--- config.mk ---
export PLATFORM = sky130hd
export DESIGN_NAME = smm_ram
export DESIGN_NICKNAME = d
export VERILOG_FILES = /design/src/hw/rtl/smm_ram.sv
export SDC_FILE = /design/constraint.sdc
export NUM_CORES = 1
export LEC_CHECK = 0
export BUFFER_PORTS_ARGS = -buffer_cell sky130_fd_sc_hd__buf_2
export CAP_MARGIN = 20
export CORE_MARGIN = 2
export CORE_UTILIZATION = 30
export DETAILED_ROUTE_END_ITERATION = 7
export HOLD_SLACK_MARGIN = 0.12
export PLACE_DENSITY = 0.44
export SLEW_MARGIN = 15
export SYNTH_ARGS = -nofsm -noshare
export SYNTH_HDL_FRONTEND = slang
export SYNTH_SLANG_ARGS = --single-unit
--- constraint.sdc ---
create_clock -name clk -period 3.9 [get_ports clk]
set_input_delay 0.585 -clock clk [delete_from_list [all_inputs] [get_ports clk]]
set_output_delay 0.585 -clock clk [all_outputs]
set_load 0.01 [all_outputs]
--- src/hw/rtl/smm_ram.sv ---
// ----------------------------------------------------------------------------
// smm_ram: generic single-port write, single read RAM
// Registered read data.
// ----------------------------------------------------------------------------
module smm_ram #(
  parameter int Width = 16,
  parameter int Depth = 64
) (
  input  logic                     clk,
  input  logic                     we,
  input  logic [$clog2(Depth)-1:0] waddr,
  input  logic [Width-1:0]         wdata,
  input  logic [$clog2(Depth)-1:0] raddr,
  output logic [Width-1:0]         rdata
);
  logic [Width-1:0] mem [Depth];
  always_ff @(posedge clk) begin
    if (we) mem[waddr] <= wdata;
    rdata <= mem[raddr];
  end
endmodule

==> impl_table.tex <==
\begin{tabular}{lr}
\hline
Metric & Value \\
\hline
\multicolumn{2}{l}{\textbf{Die}} \\
\quad Die ar. & 0.136 sq mm \\
\quad Die Ht & 369 microns \\
\quad Starting utilization of the core area & 30.1\% \\
\quad Number of ports placed on the die boundary & 46 \\
\quad Standard-cell rows & 134 \\
\quad Area of the core region & 0.133 sq mm \\
\quad Die Span X & 369 microns \\
\multicolumn{2}{l}{\textbf{Global routing}} \\
\quad Gr usage total & 16.4\% \\
\quad Initial antenna violation count & 16 \\
\quad Maximum number of pins on one net before global-route repair & 72 \\
\quad Vias in the first global route & 20.0k \\
\quad Grt ovf & 0 \\
\quad Global-route wire length before repair & 158 mm \\
\multicolumn{2}{l}{\textbf{STA}} \\
\quad Crit path time final & 2.83 ns \\
\quad Max Slew Vio Count & 0 \\
\quad Unrepaired setup endpoints after global routing & false \\
\quad Final-layout worst hold slack & 0.315 ns \\
\quad Total Neg Setup Slack & 0 ns \\
\quad Share of the clock period used by the worst path after layout & 72.5\% \\
\quad Number of endpoints with negative hold slack in the final report & 0 \\
\quad Slew of the pin with the lowest slew margin & 1.13 ns \\
\quad Relative max-transition margin & 23.6\% \\
\quad Number of failing setup endpoints in the final timing report & 0 \\
\quad Clock Skews & 0.0238 ns \\
\quad Maximum clock frequency & 354 MHz \\
\multicolumn{2}{l}{\textbf{CTS}} \\
\quad Clock buffer count from CTS & 113 \\
\quad Hold buffer count at cts & 0 \\
\quad Root Buffer Master & clkbuf\_16 \\
\quad CTS tree & yes \\
\quad Number of levels the H-tree was split into & 3 \\
\quad Source-to-sink clock delay at the later pin of the worst-skew pair & 0.69 ns \\
\quad Post-cts gate resize count & 0 \\
\quad Post-CTS repair timing setup buffer count & 0 \\
\quad Clock sinks & 1040 \\
\quad Number of buffers on the longest clock path & 3 \\
\quad Register clock-pin slew on the reported worst setup and hold paths & 0.06 ns \\
\multicolumn{2}{l}{\textbf{Drt}} \\
\quad Detailed-route wire length per cell & 28.5 microns \\
\quad Length of the first detailed-routing pass in iterations & 5 \\
\quad Detailed-route vias per instance & 4.93 \\
\quad Via count & 19.2k \\
\quad Drt drc & 0 \\
\quad Drt initial violations & 1739 \\
\quad Aggregate routed wire length & 111 mm \\
\quad DRT antenna net count & 0 \\
\multicolumn{2}{l}{\textbf{Pwr}} \\
\quad Power Density & 516 mW/mm\^{}2 \\
\quad Static leakage power & 14.7 nW \\
\quad IR Drop Worst-Case VDD & 0.349 mV \\
\multicolumn{2}{l}{\textbf{Synthesis}} \\
\quad Top cell type's share of synthesized area & 76.8\% \\
\quad Unique cell type count in the Yosys netlist & 43 \\
\quad Gate count after technology mapping & 1829 \\
\quad Share of flip-flops with an asynchronous set or reset & 0\% \\
\quad Largest cells by area after synthesis & edfxtp\_1, mux4\_2, mux2i\_1 \\
\quad Post-synthesis net count & 1859 \\
\quad Mean post-synth cell area & 21.9 sq um \\
\quad Library cell with the largest summed area after synthesis & edfxtp\_1 \\
\quad Number of warnings printed during yosys synthesis & 0 \\
\quad Summed instance area of the synthesized netlist & 0.0400 sq mm \\
\quad Share of the yosys chip area belonging to registers & 77.6\% \\
\quad Number of synthesized flops with an enable pin & 1024 \\
\quad Seq cells post-synth & 1040 \\
\quad Flip-flop cell with the highest count after synthesis & edfxtp\_1 \\
\multicolumn{2}{l}{\textbf{Setup path}} \\
\quad Crit path max-delay cell type & mux4\_2 \\
\quad Data required time of the critical path & 4.46 ns \\
\quad Arrival @ worst endpoint & 3.39 ns \\
\quad Endpoint class of the critical path & register \\
\quad Path type of the worst setup path & input pin to register \\
\quad CP cell instances & buf\_8 -> buf\_12 -> mux4\_2 -> a22oi\_1 -> nand3\_1 -> and4\_1 \\
\quad Highest net fanout along the worst path & 51 \\
\quad Slowest cell delay on critical path & 0.58 ns \\
\quad Kind of launch point of the worst setup path & input pin \\
\multicolumn{2}{l}{\textbf{Placed design}} \\
\quad Routability congestion estimate from global placement & 0.776 \\
\quad Post-Place Cells & 3683 \\
\quad Placed wire-length estimate & 69.3 mm \\
\quad Count of buffers from port buffering & 45 \\
\multicolumn{2}{l}{\textbf{Cells and area}} \\
\quad Count of placed standard cells in the final layout, fillers left out & 3905 \\
\quad Number of filler cells placed in the layout & 12.3k \\
\quad Final net count & 2062 \\
\quad Area added between synthesis and finish & 16.6\% \\
\quad Layout cells sized above 1 & 28.5\% \\
\multicolumn{2}{l}{\textbf{Outcome}} \\
\quad Status & finished clean \\
\multicolumn{2}{l}{\textbf{Run}} \\
\quad Max\_cap viols & 0 \\
\multicolumn{2}{l}{\textbf{Worst hold path}} \\
\quad Min-Delay Path Class & input pin to register \\
\hline
\end{tabular}
-- where the power goes --
group / leakage (nW) / switching (mW) / internal (mW)
Combinational: 3.57 / 0.784 / 0.435
Clock: 1.77 / 4.33 / 6.11
Sequential: 9.35 / 0.0664 / 12.4
-- cell families (layout without fill, tap and decap cells) --
kind of cell | after synthesis | after routing | share of synthesized area (%)
flops | 1040 | 1040 | 77.6
mux | 336 | 336 | 15.5
simple gates | 220 | 220 | 2.65
compound gates | 129 | 129 | 2.41
buf+inv | 104 | 405 | 1.83
other cells | 0 | 7 | 0
-- routing by layer --
layer | vias up | GRT usage, % | share of wire, %
met4 | 4 | 3.70 | 2.0
met2 | 521 | 26.1 | 47
li1 | 8121 | - | -
met5 | - | 0 | 0.022
met3 | 146 | 3.03 | 6.3
met1 | 10450 | 23.4 | 45
-- placed cells by master, fill, tap and decap left out, types with 16 or more instances in the layout --
cell type	synthesis	routed
clkinv_2	0	18
mux2i_1	85	85
dfxtp_1	16	16
a22oi_1	39	39
buf_2	36	41
clkbuf_1	24	24
buf_4	13	135
nor2_1	72	67
mux2_2	27	27
clkbuf_16	0	117
clkinv_1	0	34
mux4_2	220	220
nand2_1	59	59
a221oi_1	16	16
nor2b_1	30	30
a21oi_1	17	17
nand3_1	24	24
edfxtp_1	1024	1024
-- cell type report --
cell class              instances  area [sq um]  area share (%)
clock inverters                72           602            1.29
clock buffers                 141          3020            6.46
multi-input cells             685          8260            17.7
flip-flops and latches       1040         31100            66.5
repair buffers                192          1510            3.24
well taps                    1768          2210            4.74
diodes                          7          17.5          0.0375
-- final timing paths --
kind | start | endpoint | slack (ns) | depth (start not counted)
worst min register to register | mem[37][4] | rdata[4] | 0.88 | 3
worst min-delay path | wdata[8] | mem[43][8] | 0.32 | 1
worst max register to register | mem[54][2] | rdata[2] | 1.64 | 4
worst max-delay path | raddr[0] | rdata[2] | 1.07 | 6
-- worst max-delay path, delay by kind of cell --
| kind | cells | cell delay (ns) |
|---|---|---|
| AND/OR/NAND/NOR | 2 | 0.80 |
| buffers and inverters | 2 | 0.77 |
| multiplexers | 1 | 0.58 |
| AO/OA/AOI/OAI | 1 | 0.50 |
-- stage by stage --
stage | setup WS (ns) | power, mW | util [%] | cell area, sq um
final | 1.07 | 24.1 | 35.1 | 46700
after global routing | 0.926 | 24.9 | 35.1 | 46700
after CTS | 1.09 | 24.4 | 35.1 | 46600
after detailed placement | 0.358 | 13.9 | 32.4 | 43000
after global placement | 0.196 | 13.9 | 32.3 | 43000
after floorplan | 1.28 | 13.3 | - | 40000
-- flip-flops by register name (all words and copies together) (netlist names) --
signal  flops
rdata      16
mem      1024
-- synth_stat cells, types with 12 or more instances --
library cell	n
a21oi_1	17
a221oi_1	16
a22oi_1	39
buf_2	36
buf_4	13
buf_6	17
clkbuf_1	24
dfxtp_1	16
edfxtp_1	1024
mux2_2	27
mux2i_1	85
mux4_2	220
nand2_1	59
nand3_1	24
nand4_1	12
nor2_1	72
nor2b_1	30
No activity file was read; power rests on OpenSTA's default activity.
